**src/sv/brd_pkg.sv**
```systemverilog
// ----------------------------------------------------------------------------
// brd_pkg: shared types and constants of the block range decomposer
// Command and status codes, register indexes and the word layouts of the
// item and result channels.
// ----------------------------------------------------------------------------
package brd_pkg;

    localparam int MAX_BLOCKS_I = 8;
    localparam int MAX_BLOCKS_J = 8;
    localparam int COORD_BITS   = 16;
    localparam int SET_BITS     = 8;
    localparam int DOM_BITS     = 14;
    localparam int MAX_RESULTS  = 64;
    localparam int APB_ADDR_W   = 4;
    localparam int APB_DATA_W   = 32;

    typedef enum logic [1:0] {
        CMD_APPEND_I = 2'd0,
        CMD_APPEND_J = 2'd1,
        CMD_QUERY    = 2'd2,
        CMD_CLEAR    = 2'd3
    } cmd_t;

    typedef enum logic [1:0] {
        ST_OK           = 2'd0,
        ST_BAD_QUERY    = 2'd1,
        ST_LOAD_REFUSED = 2'd2
    } status_t;

    localparam logic [1:0] REG_BLOCKS_I = 2'd0;
    localparam logic [1:0] REG_BLOCKS_J = 2'd1;
    localparam logic [1:0] REG_NUM_SETS = 2'd2;

    typedef struct packed {
        cmd_t                  cmd;
        logic [COORD_BITS-1:0] block_size;
        logic [COORD_BITS-1:0] begin_i;
        logic [COORD_BITS-1:0] begin_j;
        logic [COORD_BITS-1:0] end_i;
        logic [COORD_BITS-1:0] end_j;
        logic [SET_BITS-1:0]   set_index;
    } in_item_t;

    typedef struct packed {
        status_t               status;
        logic [DOM_BITS-1:0]   domain;
        logic [COORD_BITS-1:0] local_begin_i;
        logic [COORD_BITS-1:0] local_begin_j;
        logic [COORD_BITS-1:0] local_end_i;
        logic [COORD_BITS-1:0] local_end_j;
        logic                  last;
    } out_result_t;

endpackage

```
**src/sv/brd_ram.sv**
```systemverilog
// ----------------------------------------------------------------------------
// brd_ram: generic single-write, single-read RAM
// One write port and one read port, read data registered.
// ----------------------------------------------------------------------------
module brd_ram #(
    parameter int WIDTH = 16,
    parameter int DEPTH = 9
) (
    input  logic                     aclk,
    input  logic                     wr_en,
    input  logic [$clog2(DEPTH)-1:0] wr_addr,
    input  logic [WIDTH-1:0]         wr_data,
    input  logic [$clog2(DEPTH)-1:0] rd_addr,
    output logic [WIDTH-1:0]         rd_data
);

    logic [WIDTH-1:0] mem [DEPTH];
    logic [WIDTH-1:0] rd_data_reg;

    always_ff @(posedge aclk) begin
        if (wr_en) begin
            mem[wr_addr] <= wr_data;
        end
        rd_data_reg <= mem[rd_addr];
    end

    assign rd_data = rd_data_reg;

endmodule

```
**src/sv/block_range_decomposer.sv**
```systemverilog
// ----------------------------------------------------------------------------
// block_range_decomposer: covering blocks of a rectangle in a block grid
// Keeps I and J prefix-offset tables in two small RAMs and walks the
// covering blocks of a query with one shared add/subtract unit.
// ----------------------------------------------------------------------------
// Clear: result word the cycle after the item is taken; append: after a table read and check.
// Query: checks of range and tables (S_Q_RD, S_Q_CHK), a search of both tables (S_SCAN) and
//   a size check (S_SIZE); a failed check ends it. Then S_ROW_* per covered J row, S_CELL_* per word.
// One item at a time: s_ready is high again the cycle after the last word goes.
// Reset (aresetn low, synchronous) empties both tables and sets the three config registers
//   to 1; no clearing pass is needed.
// ----------------------------------------------------------------------------
module block_range_decomposer #(
    parameter int MAX_BLOCKS_I = brd_pkg::MAX_BLOCKS_I,
    parameter int MAX_BLOCKS_J = brd_pkg::MAX_BLOCKS_J
) (
    input  logic                              aclk,
    input  logic                              aresetn,
    input  logic                              s_valid,
    output logic                              s_ready,
    input  brd_pkg::in_item_t                 s_item,
    output logic                              m_valid,
    input  logic                              m_ready,
    output brd_pkg::out_result_t              m_result,
    input  logic                              psel,
    input  logic                              penable,
    input  logic                              pwrite,
    input  logic [brd_pkg::APB_ADDR_W-1:0]    paddr,
    input  logic [brd_pkg::APB_DATA_W-1:0]    pwdata,
    output logic [brd_pkg::APB_DATA_W-1:0]    prdata,
    output logic                              pready
);

    localparam int IDX_I_W = $clog2(MAX_BLOCKS_I + 1);
    localparam int IDX_J_W = $clog2(MAX_BLOCKS_J + 1);
    localparam int MAX_B   = (MAX_BLOCKS_I > MAX_BLOCKS_J) ? MAX_BLOCKS_I : MAX_BLOCKS_J;
    localparam int CNT_W   = $clog2(MAX_B + 2);
    localparam int SPAN_W  = IDX_I_W + IDX_J_W;
    localparam int COORD_W = brd_pkg::COORD_BITS;
    localparam int DOM_W   = brd_pkg::DOM_BITS;
    localparam int DATA_W  = brd_pkg::APB_DATA_W;

    localparam logic [1:0] REG_BLOCKS_I_SEL = brd_pkg::REG_BLOCKS_I;
    localparam logic [1:0] REG_BLOCKS_J_SEL = brd_pkg::REG_BLOCKS_J;
    localparam logic [1:0] REG_NUM_SETS_SEL = brd_pkg::REG_NUM_SETS;

    typedef enum logic [18:0] {
        S_IDLE    = 19'd1 << 0,
        S_LD_RD   = 19'd1 << 1,
        S_LD_CHK  = 19'd1 << 2,
        S_Q_RD    = 19'd1 << 3,
        S_Q_CHK   = 19'd1 << 4,
        S_SCAN    = 19'd1 << 5,
        S_SIZE    = 19'd1 << 6,
        S_BASE    = 19'd1 << 7,
        S_ROW_LO  = 19'd1 << 8,
        S_ROW_HI  = 19'd1 << 9,
        S_ROW_B   = 19'd1 << 10,
        S_ROW_C   = 19'd1 << 11,
        S_ROW_E   = 19'd1 << 12,
        S_CELL_LO = 19'd1 << 13,
        S_CELL_HI = 19'd1 << 14,
        S_CELL_B  = 19'd1 << 15,
        S_CELL_C  = 19'd1 << 16,
        S_CELL_E  = 19'd1 << 17,
        S_EMIT    = 19'd1 << 18
    } state_t;

    // control state
    state_t             state_reg, state_next;
    logic [3:0]         blocks_i_reg, blocks_i_next;
    logic [3:0]         blocks_j_reg, blocks_j_next;
    logic [8:0]         num_sets_reg, num_sets_next;
    logic [IDX_I_W-1:0] loaded_i_reg, loaded_i_next;
    logic [IDX_J_W-1:0] loaded_j_reg, loaded_j_next;
    logic               scan_pend_reg, scan_pend_next;

    // datapath
    brd_pkg::in_item_t    item_reg, item_next;
    brd_pkg::out_result_t res_reg, res_next;
    logic               cell_reg, cell_next;
    logic [COORD_W-1:0] lo_reg, lo_next, hi_reg, hi_next, mn_reg, mn_next;
    logic [COORD_W-1:0] lbi_reg, lbi_next, lbj_reg, lbj_next, lej_reg, lej_next;
    logic [IDX_I_W-1:0] ib0_reg, ib0_next, ib1_reg, ib1_next, ib_reg, ib_next;
    logic [IDX_J_W-1:0] jb0_reg, jb0_next, jb1_reg, jb1_next, jb_reg, jb_next;
    logic               found_i_reg, found_i_next, found_j_reg, found_j_next;
    logic [CNT_W-1:0]   scan_t_reg, scan_t_next, scan_tp_reg, scan_tp_next;
    logic [CNT_W-1:0]   tmax_reg, tmax_next;
    logic [DOM_W-1:0]   prod_sb_reg, prod_sb_next, jbbi_reg, jbbi_next;
    logic [DOM_W-1:0]   row_base_reg, row_base_next;
    logic               ri_zero_reg, rj_zero_reg;

    // table RAM ports
    logic               ri_wr_en, rj_wr_en;
    logic [IDX_I_W-1:0] ri_wr_addr, ri_rd_addr;
    logic [IDX_J_W-1:0] rj_wr_addr, rj_rd_addr;
    logic [COORD_W-1:0] ri_rd_data, rj_rd_data, tab_i_val, tab_j_val;

    // shared add/subtract unit
    logic [COORD_W-1:0] alu_a, alu_b;
    logic               alu_sub;
    logic [COORD_W:0]   alu_res;

    logic               cfg_wr, cfg_ok_i, cfg_ok_j, full_i, full_j;
    logic [IDX_I_W-1:0] n_i, span_i;
    logic [IDX_J_W-1:0] n_j, span_j;
    logic [SPAN_W-1:0]  span_prod;
    logic               scan_issue, ib_last, jb_last;

    brd_ram #(.WIDTH(COORD_W), .DEPTH(MAX_BLOCKS_I + 1)) u_ram_i (
        .aclk    (aclk),
        .wr_en   (ri_wr_en),
        .wr_addr (ri_wr_addr),
        .wr_data (alu_res[COORD_W-1:0]),
        .rd_addr (ri_rd_addr),
        .rd_data (ri_rd_data)
    );

    brd_ram #(.WIDTH(COORD_W), .DEPTH(MAX_BLOCKS_J + 1)) u_ram_j (
        .aclk    (aclk),
        .wr_en   (rj_wr_en),
        .wr_addr (rj_wr_addr),
        .wr_data (alu_res[COORD_W-1:0]),
        .rd_addr (rj_rd_addr),
        .rd_data (rj_rd_data)
    );

    // entry 0 is never written: read it as zero
    assign tab_i_val = ri_zero_reg ? '0 : ri_rd_data;
    assign tab_j_val = rj_zero_reg ? '0 : rj_rd_data;

    assign alu_res = alu_sub ? ({1'b0, alu_a} - {1'b0, alu_b})
                             : ({1'b0, alu_a} + {1'b0, alu_b});

    assign cfg_wr   = psel && penable && pwrite;
    assign cfg_ok_i = (blocks_i_reg != '0) && (32'(blocks_i_reg) <= MAX_BLOCKS_I)
                      && (32'(blocks_i_reg) <= 32'(loaded_i_reg));
    assign cfg_ok_j = (blocks_j_reg != '0) && (32'(blocks_j_reg) <= MAX_BLOCKS_J)
                      && (32'(blocks_j_reg) <= 32'(loaded_j_reg));
    assign full_i   = 32'(loaded_i_reg) >= MAX_BLOCKS_I;
    assign full_j   = 32'(loaded_j_reg) >= MAX_BLOCKS_J;
    assign n_i      = IDX_I_W'(blocks_i_reg);
    assign n_j      = IDX_J_W'(blocks_j_reg);
    assign span_i   = ib1_reg - ib0_reg;
    assign span_j   = jb1_reg - jb0_reg;
    assign span_prod  = SPAN_W'(span_i) * SPAN_W'(span_j);
    assign scan_issue = scan_t_reg <= tmax_reg;
    assign ib_last  = (ib_reg + IDX_I_W'(1)) == ib1_reg;
    assign jb_last  = (jb_reg + IDX_J_W'(1)) == jb1_reg;

    assign s_ready  = (state_reg == S_IDLE);
    assign m_valid  = (state_reg == S_EMIT);
    assign m_result = res_reg;
    assign pready   = 1'b1;

    always_comb begin
        case (paddr[3:2])
            REG_BLOCKS_I_SEL: prdata = DATA_W'(blocks_i_reg);
            REG_BLOCKS_J_SEL: prdata = DATA_W'(blocks_j_reg);
            REG_NUM_SETS_SEL: prdata = DATA_W'(num_sets_reg);
            default:          prdata = '0;
        endcase
    end

    always_comb begin
        state_next     = state_reg;
        blocks_i_next  = blocks_i_reg;
        blocks_j_next  = blocks_j_reg;
        num_sets_next  = num_sets_reg;
        loaded_i_next  = loaded_i_reg;
        loaded_j_next  = loaded_j_reg;
        scan_pend_next = scan_pend_reg;
        item_next      = item_reg;
        res_next       = res_reg;
        cell_next      = cell_reg;
        lo_next        = lo_reg;
        hi_next        = hi_reg;
        mn_next        = mn_reg;
        lbi_next       = lbi_reg;
        lbj_next       = lbj_reg;
        lej_next       = lej_reg;
        ib0_next       = ib0_reg;
        ib1_next       = ib1_reg;
        ib_next        = ib_reg;
        jb0_next       = jb0_reg;
        jb1_next       = jb1_reg;
        jb_next        = jb_reg;
        found_i_next   = found_i_reg;
        found_j_next   = found_j_reg;
        scan_t_next    = scan_t_reg;
        scan_tp_next   = scan_tp_reg;
        tmax_next      = tmax_reg;
        prod_sb_next   = prod_sb_reg;
        jbbi_next      = jbbi_reg;
        row_base_next  = row_base_reg;
        ri_wr_en       = 1'b0;
        rj_wr_en       = 1'b0;
        ri_wr_addr     = loaded_i_reg + IDX_I_W'(1);
        rj_wr_addr     = loaded_j_reg + IDX_J_W'(1);
        ri_rd_addr     = '0;
        rj_rd_addr     = '0;
        alu_a          = '0;
        alu_b          = '0;
        alu_sub        = 1'b1;

        if (cfg_wr) begin
            case (paddr[3:2])
                REG_BLOCKS_I_SEL: blocks_i_next = pwdata[3:0];
                REG_BLOCKS_J_SEL: blocks_j_next = pwdata[3:0];
                REG_NUM_SETS_SEL: num_sets_next = pwdata[8:0];
                default: ;
            endcase
        end

        case (state_reg)
            S_IDLE: begin
                if (s_valid) begin
                    item_next = s_item;
                    res_next  = '0;
                    res_next.status = brd_pkg::ST_OK;
                    res_next.last   = 1'b1;
                    cell_next = 1'b0;
                    case (s_item.cmd)
                        brd_pkg::CMD_APPEND_I, brd_pkg::CMD_APPEND_J: begin
                            state_next = S_LD_RD;
                        end
                        brd_pkg::CMD_QUERY: begin
                            state_next = S_Q_RD;
                        end
                        brd_pkg::CMD_CLEAR: begin
                            loaded_i_next = '0;
                            loaded_j_next = '0;
                            state_next    = S_EMIT;
                        end
                        default: state_next = S_IDLE;
                    endcase
                end
            end
            S_LD_RD: begin
                ri_rd_addr = loaded_i_reg;
                rj_rd_addr = loaded_j_reg;
                state_next = S_LD_CHK;
            end
            S_LD_CHK: begin
                alu_sub = 1'b0;
                alu_b   = item_reg.block_size;
                if (item_reg.cmd == brd_pkg::CMD_APPEND_I) begin
                    alu_a = tab_i_val;
                    if (full_i || item_reg.block_size == '0 || alu_res[COORD_W]) begin
                        res_next.status = brd_pkg::ST_LOAD_REFUSED;
                    end else begin
                        ri_wr_en      = 1'b1;
                        loaded_i_next = loaded_i_reg + IDX_I_W'(1);
                    end
                end else begin
                    alu_a = tab_j_val;
                    if (full_j || item_reg.block_size == '0 || alu_res[COORD_W]) begin
                        res_next.status = brd_pkg::ST_LOAD_REFUSED;
                    end else begin
                        rj_wr_en      = 1'b1;
                        loaded_j_next = loaded_j_reg + IDX_J_W'(1);
                    end
                end
                state_next = S_EMIT;
            end
            S_Q_RD: begin
                // fetch the axis totals
                ri_rd_addr = cfg_ok_i ? n_i : '0;
                rj_rd_addr = cfg_ok_j ? n_j : '0;
                state_next = S_Q_CHK;
            end
            S_Q_CHK: begin
                if (!cfg_ok_i || !cfg_ok_j
                    || item_reg.begin_i >= item_reg.end_i
                    || item_reg.begin_j >= item_reg.end_j
                    || item_reg.end_i > tab_i_val || item_reg.end_j > tab_j_val
                    || {1'b0, item_reg.set_index} >= num_sets_reg) begin
                    res_next.status = brd_pkg::ST_BAD_QUERY;
                    state_next      = S_EMIT;
                end else begin
                    ib0_next       = '0;
                    ib1_next       = n_i;
                    jb0_next       = '0;
                    jb1_next       = n_j;
                    found_i_next   = 1'b0;
                    found_j_next   = 1'b0;
                    scan_t_next    = CNT_W'(1);
                    scan_pend_next = 1'b0;
                    tmax_next      = (blocks_i_reg > blocks_j_reg) ? CNT_W'(blocks_i_reg)
                                                                   : CNT_W'(blocks_j_reg);
                    state_next     = S_SCAN;
                end
            end
            S_SCAN: begin
                // read entry t while comparing entry t-1 of both tables
                ri_rd_addr = (32'(scan_t_reg) > 32'(blocks_i_reg)) ? n_i
                                                                   : IDX_I_W'(scan_t_reg);
                rj_rd_addr = (32'(scan_t_reg) > 32'(blocks_j_reg)) ? n_j
                                                                   : IDX_J_W'(scan_t_reg);
                if (scan_issue) begin
                    scan_t_next = scan_t_reg + CNT_W'(1);
                end
                scan_pend_next = scan_issue;
                scan_tp_next   = scan_t_reg;
                if (scan_pend_reg) begin
                    if (32'(scan_tp_reg) <= 32'(blocks_i_reg)) begin
                        if (tab_i_val <= item_reg.begin_i) begin
                            ib0_next = IDX_I_W'(scan_tp_reg);
                        end
                        if (!found_i_reg && tab_i_val >= item_reg.end_i) begin
                            ib1_next     = IDX_I_W'(scan_tp_reg);
                            found_i_next = 1'b1;
                        end
                    end
                    if (32'(scan_tp_reg) <= 32'(blocks_j_reg)) begin
                        if (tab_j_val <= item_reg.begin_j) begin
                            jb0_next = IDX_J_W'(scan_tp_reg);
                        end
                        if (!found_j_reg && tab_j_val >= item_reg.end_j) begin
                            jb1_next     = IDX_J_W'(scan_tp_reg);
                            found_j_next = 1'b1;
                        end
                    end
                end
                if (!scan_issue && !scan_pend_reg) begin
                    state_next = S_SIZE;
                end
            end
            S_SIZE: begin
                if (ib0_reg >= ib1_reg || jb0_reg >= jb1_reg
                    || 32'(span_prod) > brd_pkg::MAX_RESULTS) begin
                    res_next.status = brd_pkg::ST_BAD_QUERY;
                    state_next      = S_EMIT;
                end else begin
                    prod_sb_next = DOM_W'(item_reg.set_index) * DOM_W'(blocks_i_reg);
                    jbbi_next    = DOM_W'(jb0_reg) * DOM_W'(blocks_i_reg);
                    ib_next      = ib0_reg;
                    jb_next      = jb0_reg;
                    state_next   = S_BASE;
                end
            end
            S_BASE: begin
                row_base_next = (prod_sb_reg * DOM_W'(blocks_j_reg)) + jbbi_reg;
                state_next    = S_ROW_LO;
            end
            S_ROW_LO: begin
                rj_rd_addr = jb_reg;
                state_next = S_ROW_HI;
            end
            S_ROW_HI: begin
                rj_rd_addr = jb_reg + IDX_J_W'(1);
                lo_next    = tab_j_val;
                state_next = S_ROW_B;
            end
            S_ROW_B: begin
                hi_next    = tab_j_val;
                alu_a      = item_reg.begin_j;
                alu_b      = lo_reg;
                lbj_next   = alu_res[COORD_W] ? '0 : alu_res[COORD_W-1:0];
                state_next = S_ROW_C;
            end
            S_ROW_C: begin
                alu_a      = item_reg.end_j;
                alu_b      = hi_reg;
                mn_next    = alu_res[COORD_W] ? item_reg.end_j : hi_reg;
                state_next = S_ROW_E;
            end
            S_ROW_E: begin
                alu_a      = mn_reg;
                alu_b      = lo_reg;
                lej_next   = alu_res[COORD_W-1:0];
                state_next = S_CELL_LO;
            end
            S_CELL_LO: begin
                ri_rd_addr = ib_reg;
                state_next = S_CELL_HI;
            end
            S_CELL_HI: begin
                ri_rd_addr = ib_reg + IDX_I_W'(1);
                lo_next    = tab_i_val;
                state_next = S_CELL_B;
            end
            S_CELL_B: begin
                hi_next    = tab_i_val;
                alu_a      = item_reg.begin_i;
                alu_b      = lo_reg;
                lbi_next   = alu_res[COORD_W] ? '0 : alu_res[COORD_W-1:0];
                state_next = S_CELL_C;
            end
            S_CELL_C: begin
                alu_a      = item_reg.end_i;
                alu_b      = hi_reg;
                mn_next    = alu_res[COORD_W] ? item_reg.end_i : hi_reg;
                state_next = S_CELL_E;
            end
            S_CELL_E: begin
                alu_a = mn_reg;
                alu_b = lo_reg;
                res_next.status        = brd_pkg::ST_OK;
                res_next.domain        = row_base_reg + DOM_W'(ib_reg);
                res_next.local_begin_i = lbi_reg;
                res_next.local_end_i   = alu_res[COORD_W-1:0];
                res_next.local_begin_j = lbj_reg;
                res_next.local_end_j   = lej_reg;
                res_next.last          = ib_last && jb_last;
                cell_next              = 1'b1;
                state_next             = S_EMIT;
            end
            S_EMIT: begin
                if (m_ready) begin
                    if (!cell_reg) begin
                        state_next = S_IDLE;
                    end else if (!ib_last) begin
                        ib_next    = ib_reg + IDX_I_W'(1);
                        state_next = S_CELL_LO;
                    end else if (!jb_last) begin
                        // advance to the next J row
                        jb_next       = jb_reg + IDX_J_W'(1);
                        ib_next       = ib0_reg;
                        row_base_next = row_base_reg + DOM_W'(blocks_i_reg);
                        state_next    = S_ROW_LO;
                    end else begin
                        state_next = S_IDLE;
                    end
                end
            end
            default: state_next = S_IDLE;
        endcase
    end

    always_ff @(posedge aclk) begin
        if (!aresetn) begin
            state_reg     <= S_IDLE;
            blocks_i_reg  <= 4'd1;
            blocks_j_reg  <= 4'd1;
            num_sets_reg  <= 9'd1;
            loaded_i_reg  <= '0;
            loaded_j_reg  <= '0;
            scan_pend_reg <= 1'b0;
        end else begin
            state_reg     <= state_next;
            blocks_i_reg  <= blocks_i_next;
            blocks_j_reg  <= blocks_j_next;
            num_sets_reg  <= num_sets_next;
            loaded_i_reg  <= loaded_i_next;
            loaded_j_reg  <= loaded_j_next;
            scan_pend_reg <= scan_pend_next;
        end
    end

    always_ff @(posedge aclk) begin
        item_reg     <= item_next;
        res_reg      <= res_next;
        cell_reg     <= cell_next;
        lo_reg       <= lo_next;
        hi_reg       <= hi_next;
        mn_reg       <= mn_next;
        lbi_reg      <= lbi_next;
        lbj_reg      <= lbj_next;
        lej_reg      <= lej_next;
        ib0_reg      <= ib0_next;
        ib1_reg      <= ib1_next;
        ib_reg       <= ib_next;
        jb0_reg      <= jb0_next;
        jb1_reg      <= jb1_next;
        jb_reg       <= jb_next;
        found_i_reg  <= found_i_next;
        found_j_reg  <= found_j_next;
        scan_t_reg   <= scan_t_next;
        scan_tp_reg  <= scan_tp_next;
        tmax_reg     <= tmax_next;
        prod_sb_reg  <= prod_sb_next;
        jbbi_reg     <= jbbi_next;
        row_base_reg <= row_base_next;
        ri_zero_reg  <= (ri_rd_addr == '0);
        rj_zero_reg  <= (rj_rd_addr == '0);
    end

    // one item at a time: never take a word while a result is pending
    a_ready_excl: assert property (@(posedge aclk) disable iff (!aresetn)
        s_ready |-> !m_valid)
        else $error("input taken while a result word is pending");

    a_loaded_max: assert property (@(posedge aclk) disable iff (!aresetn)
        (32'(loaded_i_reg) <= MAX_BLOCKS_I) && (32'(loaded_j_reg) <= MAX_BLOCKS_J))
        else $error("table fill count beyond its depth");

    a_err_last: assert property (@(posedge aclk) disable iff (!aresetn)
        (m_valid && m_result.status != brd_pkg::ST_OK) |-> m_result.last)
        else $error("error result word not marked last");

    a_clear_resp: assert property (@(posedge aclk) disable iff (!aresetn)
        (s_valid && s_ready && s_item.cmd == brd_pkg::CMD_CLEAR) |=>
            (m_valid && m_result.last && loaded_i_reg == '0 && loaded_j_reg == '0))
        else $error("clear did not answer in the next cycle");

endmodule
```
**config.mk**
```make
export PLATFORM = sky130hd
export DESIGN_NAME = block_range_decomposer
export DESIGN_NICKNAME = d
export VERILOG_FILES = /design/src/sv/brd_pkg.sv /design/src/sv/brd_ram.sv /design/src/sv/block_range_decomposer.sv
export SDC_FILE = /design/constraint.sdc
export NUM_CORES = 1
export LEC_CHECK = 0
export BUFFER_PORTS_ARGS = -buffer_cell sky130_fd_sc_hd__buf_4
export CORE_MARGIN = 5
export CORE_UTILIZATION = 55
export DETAILED_ROUTE_END_ITERATION = 16
export PLACE_DENSITY_LB_ADDON = 0.2
export SLEW_MARGIN = 5
export SYNTH_ARGS = -nofsm -noshare
export SYNTH_HDL_FRONTEND = slang
export SYNTH_SLANG_ARGS = --single-unit
```
**constraint.sdc**
```tcl
create_clock -name aclk -period 7.2 [get_ports aclk]
set_input_delay 1.8 -clock aclk [delete_from_list [all_inputs] [get_ports aclk]]
set_output_delay 1.8 -clock aclk [all_outputs]
set_load 0.05 [all_outputs]
```
Word level (Yosys, flattened, before mapping)
Memory sizes are Yosys's and may differ from the RTL's. A register that Yosys moved wholly into a read port is not among the register bits.
Cells that the tools add are included.
Cells by class
  add/sub/neg operators: 12
  $mul: 4
  order comparisons: 24
  equality and inequality tests: 52
  mux-type cells: 107
  bitwise gates (word level): 2
  reduce and logical (&&, ||, !) cells: 70
Operators by type and width (number)
  $pmux 19 s18: 1
  $pmux 79 s2: 1
  $mux 4: 38
  $mux 16: 6
  $pmux 16 s2: 3
  $pmux 16 s6: 1
  $mux 19: 5
  $mux 14: 6
  $mux 81: 1
  $pmux 4 s2: 9
  $ge 16x16->1: 4
  $pmux 19 s3: 1
  $pmux 16 s3: 1
  $pmux 4 s5: 2
  $reduce_and 5->1: 8
  $ne 2x2->1 const B: 19
  $gt 16x16->1: 2
  $le 16x16->1: 2
  $add 14x4->14: 2
  $pmux 14 s2: 1
  $pmux 9 s3: 1
  $add 4x1->4 const B: 5
  $le 4x4->1: 5
  $eq 19x1->1 const B: 1
  57 further kinds: 146
Word-level totals
  flip-flop bits (word level): 387
  bits in writable memories: 288
  output and inout bits: 116
  word-level logic and storage cells: 317
  memories: 2
Memories
  u_ram_i.mem: words 9, bits a word 16, rd ports 1, clocked after memory_dff 1, write ports 1, RTL line brd_ram.sv:17  | logic [WIDTH-1:0] mem [DEPTH];
  u_ram_j.mem: words 9, bits a word 16, rd ports 1, clocked after memory_dff 1, write ports 1, RTL line brd_ram.sv:17

Logic depth before layout (Yosys ltp)
  depth in word-level cells: 12
  depth in mapped cells: 24

Hierarchy
From an unflattened synthesis, not the netlist that was laid out.
Unflattened totals
  cell total of the unflattened synthesis: 2962
  area, all modules: 36432.4 µm²
Modules (own cells, without submodules)
  block_range_decomposer: instances 1, cells each 2316, area an instance 24385.9 µm², sequential area each 11150.7 µm²
  brd_ram: instances 2, cells each 323, area an instance 6023.3 µm², sequential area each 4644.5 µm²

Worst setup path before layout
No wires, ideal clock.
  path kind: flip-flop to flip-flop
  start point: register state_reg[4]
  end point: register cell_reg (enable)
  library setup time: 404 ps
  arrival time: 6494 ps
  slack: 303 ps
  cell stages (with the launch flop): 6
  path buffers: 0
  cell sequence: dfxtp_1 > nor4_2 > nand3_1 > nor4_1 > and2_1 > or2_2
On the way
  cells in the longest elaborated chain, start to end: 3
  elaborated cells on any way between the ends: 5
  classes of those cells: 3 x eq/ne; 2 x reduce/logical
RTL lines
  from (decl): RTL line block_range_decomposer.sv:70  | state_t state_reg, state_next;
  from (signal assigned): RTL line block_range_decomposer.sv:441  | state_reg <= state_next;
  $eq 19x1->1 (*)
  via s_ready: RTL line block_range_decomposer.sv:20  | output logic s_ready,
  $ne 2x2->1 (no line) or $reduce_bool 2->1 (tied branches)
  $reduce_and 2->1 (no line) (*)
  to (signal assigned): RTL line block_range_decomposer.sv:454  | cell_reg <= cell_next;
  to (decl): RTL line block_range_decomposer.sv:81  | logic cell_reg, cell_next;
Mark *: on every way through the listed nets, which the timed path passes. The rest lies on a longest branch.
A chain may end at the register's enable or synchronous reset.

Worst setup path after layout
  start point: register state_reg[4]
  end point: memory u_ram_i.mem[6][12] (enable)
On the way
  cells in the longest elaborated chain, start to end: 11
  elaborated cells on any way between the ends: 21
  classes of those cells: 2 x add/sub; 7 x eq/ne; 8 x mux; 4 x reduce/logical
RTL lines
  $eq 19x18->1, or another cell as far along: RTL line block_range_decomposer.sv:215  | case (state_reg)
  $reduce_or 4->1 (no line) or $reduce_or 2->1 (tied branches)
  $pmux 16 s3 or $pmux 16 s6 (tied branches): RTL line block_range_decomposer.sv:215
  $sub 16x16->17 or $add 16x16->17 (tied branches): RTL line block_range_decomposer.sv:132, block_range_decomposer.sv:133
  $mux 17: RTL line block_range_decomposer.sv:132  | assign alu_res = alu_sub ? ({1'b0, alu_a} - {1'b0, alu_b})
  $logic_or 1x1->1: RTL line block_range_decomposer.sv:249  | if (full_i || item_reg.block_size == '0 || alu_res[COORD_W]) begin
  $mux 1: RTL line block_range_decomposer.sv:249
  $mux 1: RTL line block_range_decomposer.sv:247  | if (item_reg.cmd == brd_pkg::CMD_APPEND_I) begin
  $mux 1 (*): RTL line block_range_decomposer.sv:215
  $mux 1 (*): RTL line brd_ram.sv:21  | if (wr_en) begin
  $mux 1 (not written as such) (*): RTL line brd_ram.sv:22  | mem[wr_addr] <= wr_data;
  to (decl): RTL line brd_ram.sv:17
Mark *: on every way between the ends. The rest lies on a longest branch, timed or not.

==> qor.csv <==
stage;metric;value;unit
outcome;status;completed;
clock_network;Clock Sinks;707;
logic_synthesis;synthesized area;0.0365;mm^2
min_path;Hold Path Depth;2;
floorplan;Site Rows;94;
logic_synthesis;Yosys top cell by area;edfxtp_1;
logic_synthesis;most frequent cell after synthesis;edfxtp_1;
clock_network;Longest Clk Path Bufs;3;
cells_and_area;share of cells above drive strength 1;0.148;
logic_synthesis;sequential area share after synthesis;0.560;
cells_and_area;fillers;5046;
cells_and_area;area of the multi-input gates;0.0147;mm^2
logic_synthesis;share of the synthesized area in the top cell type;0.516;
logic_synthesis;synth cell count leaders;edfxtp_1 (628), nand2_1 (298), ha_1 (244);
setup_path;delay-heaviest family, CP;simple AND/OR/NAND/NOR gates;
run;max cap viols;0;
logic_synthesis;Syn Area/Cell;12.0;um^2
logic_synthesis;Syn Inst Count;3051;
grt;initial antenna violation count;2;
setup_path;Slowest cell on crit path;and2_1;
grt;GRT overflow;0;
setup_path;CP cell instances;nor4_2 -> and4_1 -> nand3_2 -> inv_2 -> or4_1 -> buf_4 -> a222oi_1 -> nand3_1 -> nor3_2 -> a31oi_1 -> xnor2_1 -> ha_1 -> a21o_1 -> a21oi_1 -> nand2_1 -> a21oi_1 -> o31ai_1 -> nor2_1 -> buf_4 -> nand2_1 -> a21oi_1 -> and2_1;
logic_synthesis;share of flip-flops with an asynchronous set or reset;0;
floorplan;Die Span Y;268;um
detailed_routing;routed vias/inst;5.94;
timing;worst-margin pin slew;1.26;ns
power_and_ir_drop;static leakage;0.0168;uW
clock_network;CTS-repair resized insts;0;
cells_and_area;NumNets Final;3691;
clock_network;CTS clk-pin slew, worst paths;0.07;ns
clock_network;Post-CTS Setup Inserts;0;
setup_path;Crit path required time;7.44;ns
grt;met3 Track Usage GR;0.0500;
detailed_routing;drt wl/cell;23.5;um
power_and_ir_drop;maximum vdd drop;0.243;mV
logic_synthesis;Synthesis Warnings;0;
detailed_routing;drt pass-1 iters;9;
setup_path;CP most frequent cell;a21oi_1;
detailed_routing;Final ANT Viol Nets;0;
timing;final count of negative-setup-slack endpoints;0;
logic_synthesis;synthesized flop and latch total;707;
floorplan;die area;0.0717;mm^2
grt;first-pass GRT wire length;146000;um
clock_network;Num CTS Buffers;74;
grt;largest net degree at the start of global routing;81;
placed_design;GPL Wtd Cong;0.976;
setup_path;critical path class;reg -> reg;
setup_path;Reg2Reg Depth;22;
grt;GRT busiest layer;met2;
detailed_routing;overall routed net length;98200;um
logic_synthesis;Main synth FF type;edfxtp_1;
cells_and_area;register area;0.0204;mm^2
clock_network;clock root cell;clkbuf_16;
timing;setup tns final;0;ns
timing;Hold Fails Final Rpt;0;
detailed_routing;vias post-DR;24900;
floorplan;Initial Utilization;0.555;
logic_synthesis;post-synth cell types;78;
logic_synthesis;top post-synthesis cells by area;edfxtp_1 (52%), ha_1 (8.4%), dfxtp_1 (4.3%), nand2_1 (3.1%), fa_1 (2.8%);
setup_path;Largest stage delay, worst path;0.85;ns
setup_path;Critical Path Fanout Max;22;
setup_path;Critical Path AT;6.96;ns
grt;Tot GR Track Use;0.269;
clock_network;Max H-tree Level;3;
timing;RSZ-0062 raised after global routing;false;
timing;min Tclk post-route;6.71;ns
setup_path;Worst setup SP type;flop;
power_and_ir_drop;PD cells;223;mW/mm^2
setup_path;Crit path depth;22;
grt;M2 GR Usage;0.428;
min_path;Hold Path Class;reg -> reg;
clock_network;clk_lat worst skew;0.64;ns
logic_synthesis;Post-synth EDFFs;628;
setup_path;CP bufs+invs;3;
placed_design;hpwl dp;71700;um
detailed_routing;post-route DRC violation count;0;
timing;period utilization;0.932;
grt;met1 GRT Util;0.380;
timing;clock skew;0.0287;ns
setup_path;Critical Path Sink Type;flop;
clock_network;hold_buf cts;0;
timing;Max Clk Rate;0.149;GHz
timing;Max Slew Vio Count;0;
floorplan;Die W;268;um
floorplan;IO Pins;249;
clock_network;TritonCTS clock tree;done;
cells_and_area;P&R area growth vs syn;13.5;%
placed_design;dpl ws;0.499;ns
floorplan;core area;0.0659;mm^2
grt;vias in the first global route;24500;
detailed_routing;DR iter-0 viols;2644;
timing;Max-slew headroom;0.140;
timing;final worst setup slack;0.487;ns
placed_design;PortBufs;199;
==> final cells by class <==
| class | instances | area share |
|---|---|---|
| clock buffers | 95 | 0.0483 |
| inverters | 236 | 0.0214 |
| diodes | 1 | 0.0000604 |
| repair buffers | 246 | 0.0445 |
| flip-flops and latches | 707 | 0.493 |
| well taps | 864 | 0.0261 |
| clock inverters | 41 | 0.0114 |
| multi-input cells | 1998 | 0.355 |
==> kinds of logic (layout without fill, tap and decap cells) <==
| kind of cell | after synthesis | count (layout) | synth area share |
|---|---|---|---|
| other | 2 | 25 | 0.000206 |
| AND/OR/NAND/NOR | 887 | 887 | 0.122 |
| adder cells (fa/ha/maj) | 295 | 295 | 0.112 |
| buffers and inverters | 368 | 618 | 0.0418 |
| flip-flops | 707 | 707 | 0.560 |
| XOR/XNOR | 103 | 103 | 0.0247 |
| AO/OA/AOI/OAI | 557 | 557 | 0.0993 |
| multiplexers | 132 | 132 | 0.0406 |
==> final timing paths <==
path                                 from                           end  slack (ns)
max reg2reg     state_reg[4]$_SDFFE_PN0P_  u_ram_i.mem[6][12]$_DFFE_PP_        0.49
min          num_sets_reg[6]$_SDFFE_PN0P_  num_sets_reg[6]$_SDFFE_PN0P_        0.47
min reg2reg  num_sets_reg[6]$_SDFFE_PN0P_  num_sets_reg[6]$_SDFFE_PN0P_        0.47
max             state_reg[4]$_SDFFE_PN0P_  u_ram_i.mem[6][12]$_DFFE_PP_        0.49
==> report_power, final <==
part	total (uW)	switching [uW]	leakage (uW)	internal, uW
combinational	710	488	0.00896	222
sequential	4660	95.0	0.00666	4570
clock	3870	1620	0.00122	2240
==> stage by stage <==
step | instances | hold WS [ns] | power, uW | cell area, um^2 | utilization
2_1_floorplan | 3073 | 0.445 | 5180 | 36600 | -
3_3_place_gp | 4051 | 0.457 | 5440 | 39000 | 0.592
3_5_place_dp | 4051 | 0.469 | 5450 | 39000 | 0.592
4_1_cts | 4187 | 0.477 | 9300 | 41500 | 0.629
5_1_grt | 4187 | 0.495 | 9540 | 41500 | 0.629
6_report | 4188 | 0.473 | 9240 | 41500 | 0.629
==> routing by layer <==
metal | wire length [um] | up-vias
li1 | - | 11500
met1 | 42100 | 12100
met2 | 44600 | 1071
met3 | 8160 | 174
met4 | 3310 | 2
met5 | 11 | -
==> placed cells by master (no fill, tap or decap), types with 41 or more instances in the layout <==
cell	netlist	layout
a211oi_1	42	41
a21oi_1	116	115
and2_1	119	116
buf_4	30	246
clkbuf_16	0	74
dfxtp_1	79	79
edfxtp_1	628	628
fa_1	51	51
ha_1	244	244
inv_1	234	234
mux2_2	78	78
mux2i_1	41	41
nand2_1	298	298
nand2b_1	43	43
nor2_1	146	146
nor2b_1	63	63
o21ai_0	153	152
o22ai_1	47	47
xnor2_1	60	60
xor2_1	43	42
==> tightest hold or removal path: stages, from the launching register on <==
cell     delay, ns
dfxtp_1       0.32
nand2_1       0.05
a21oi_1       0.05
Note: power is estimated with default switching activity, not from simulation.
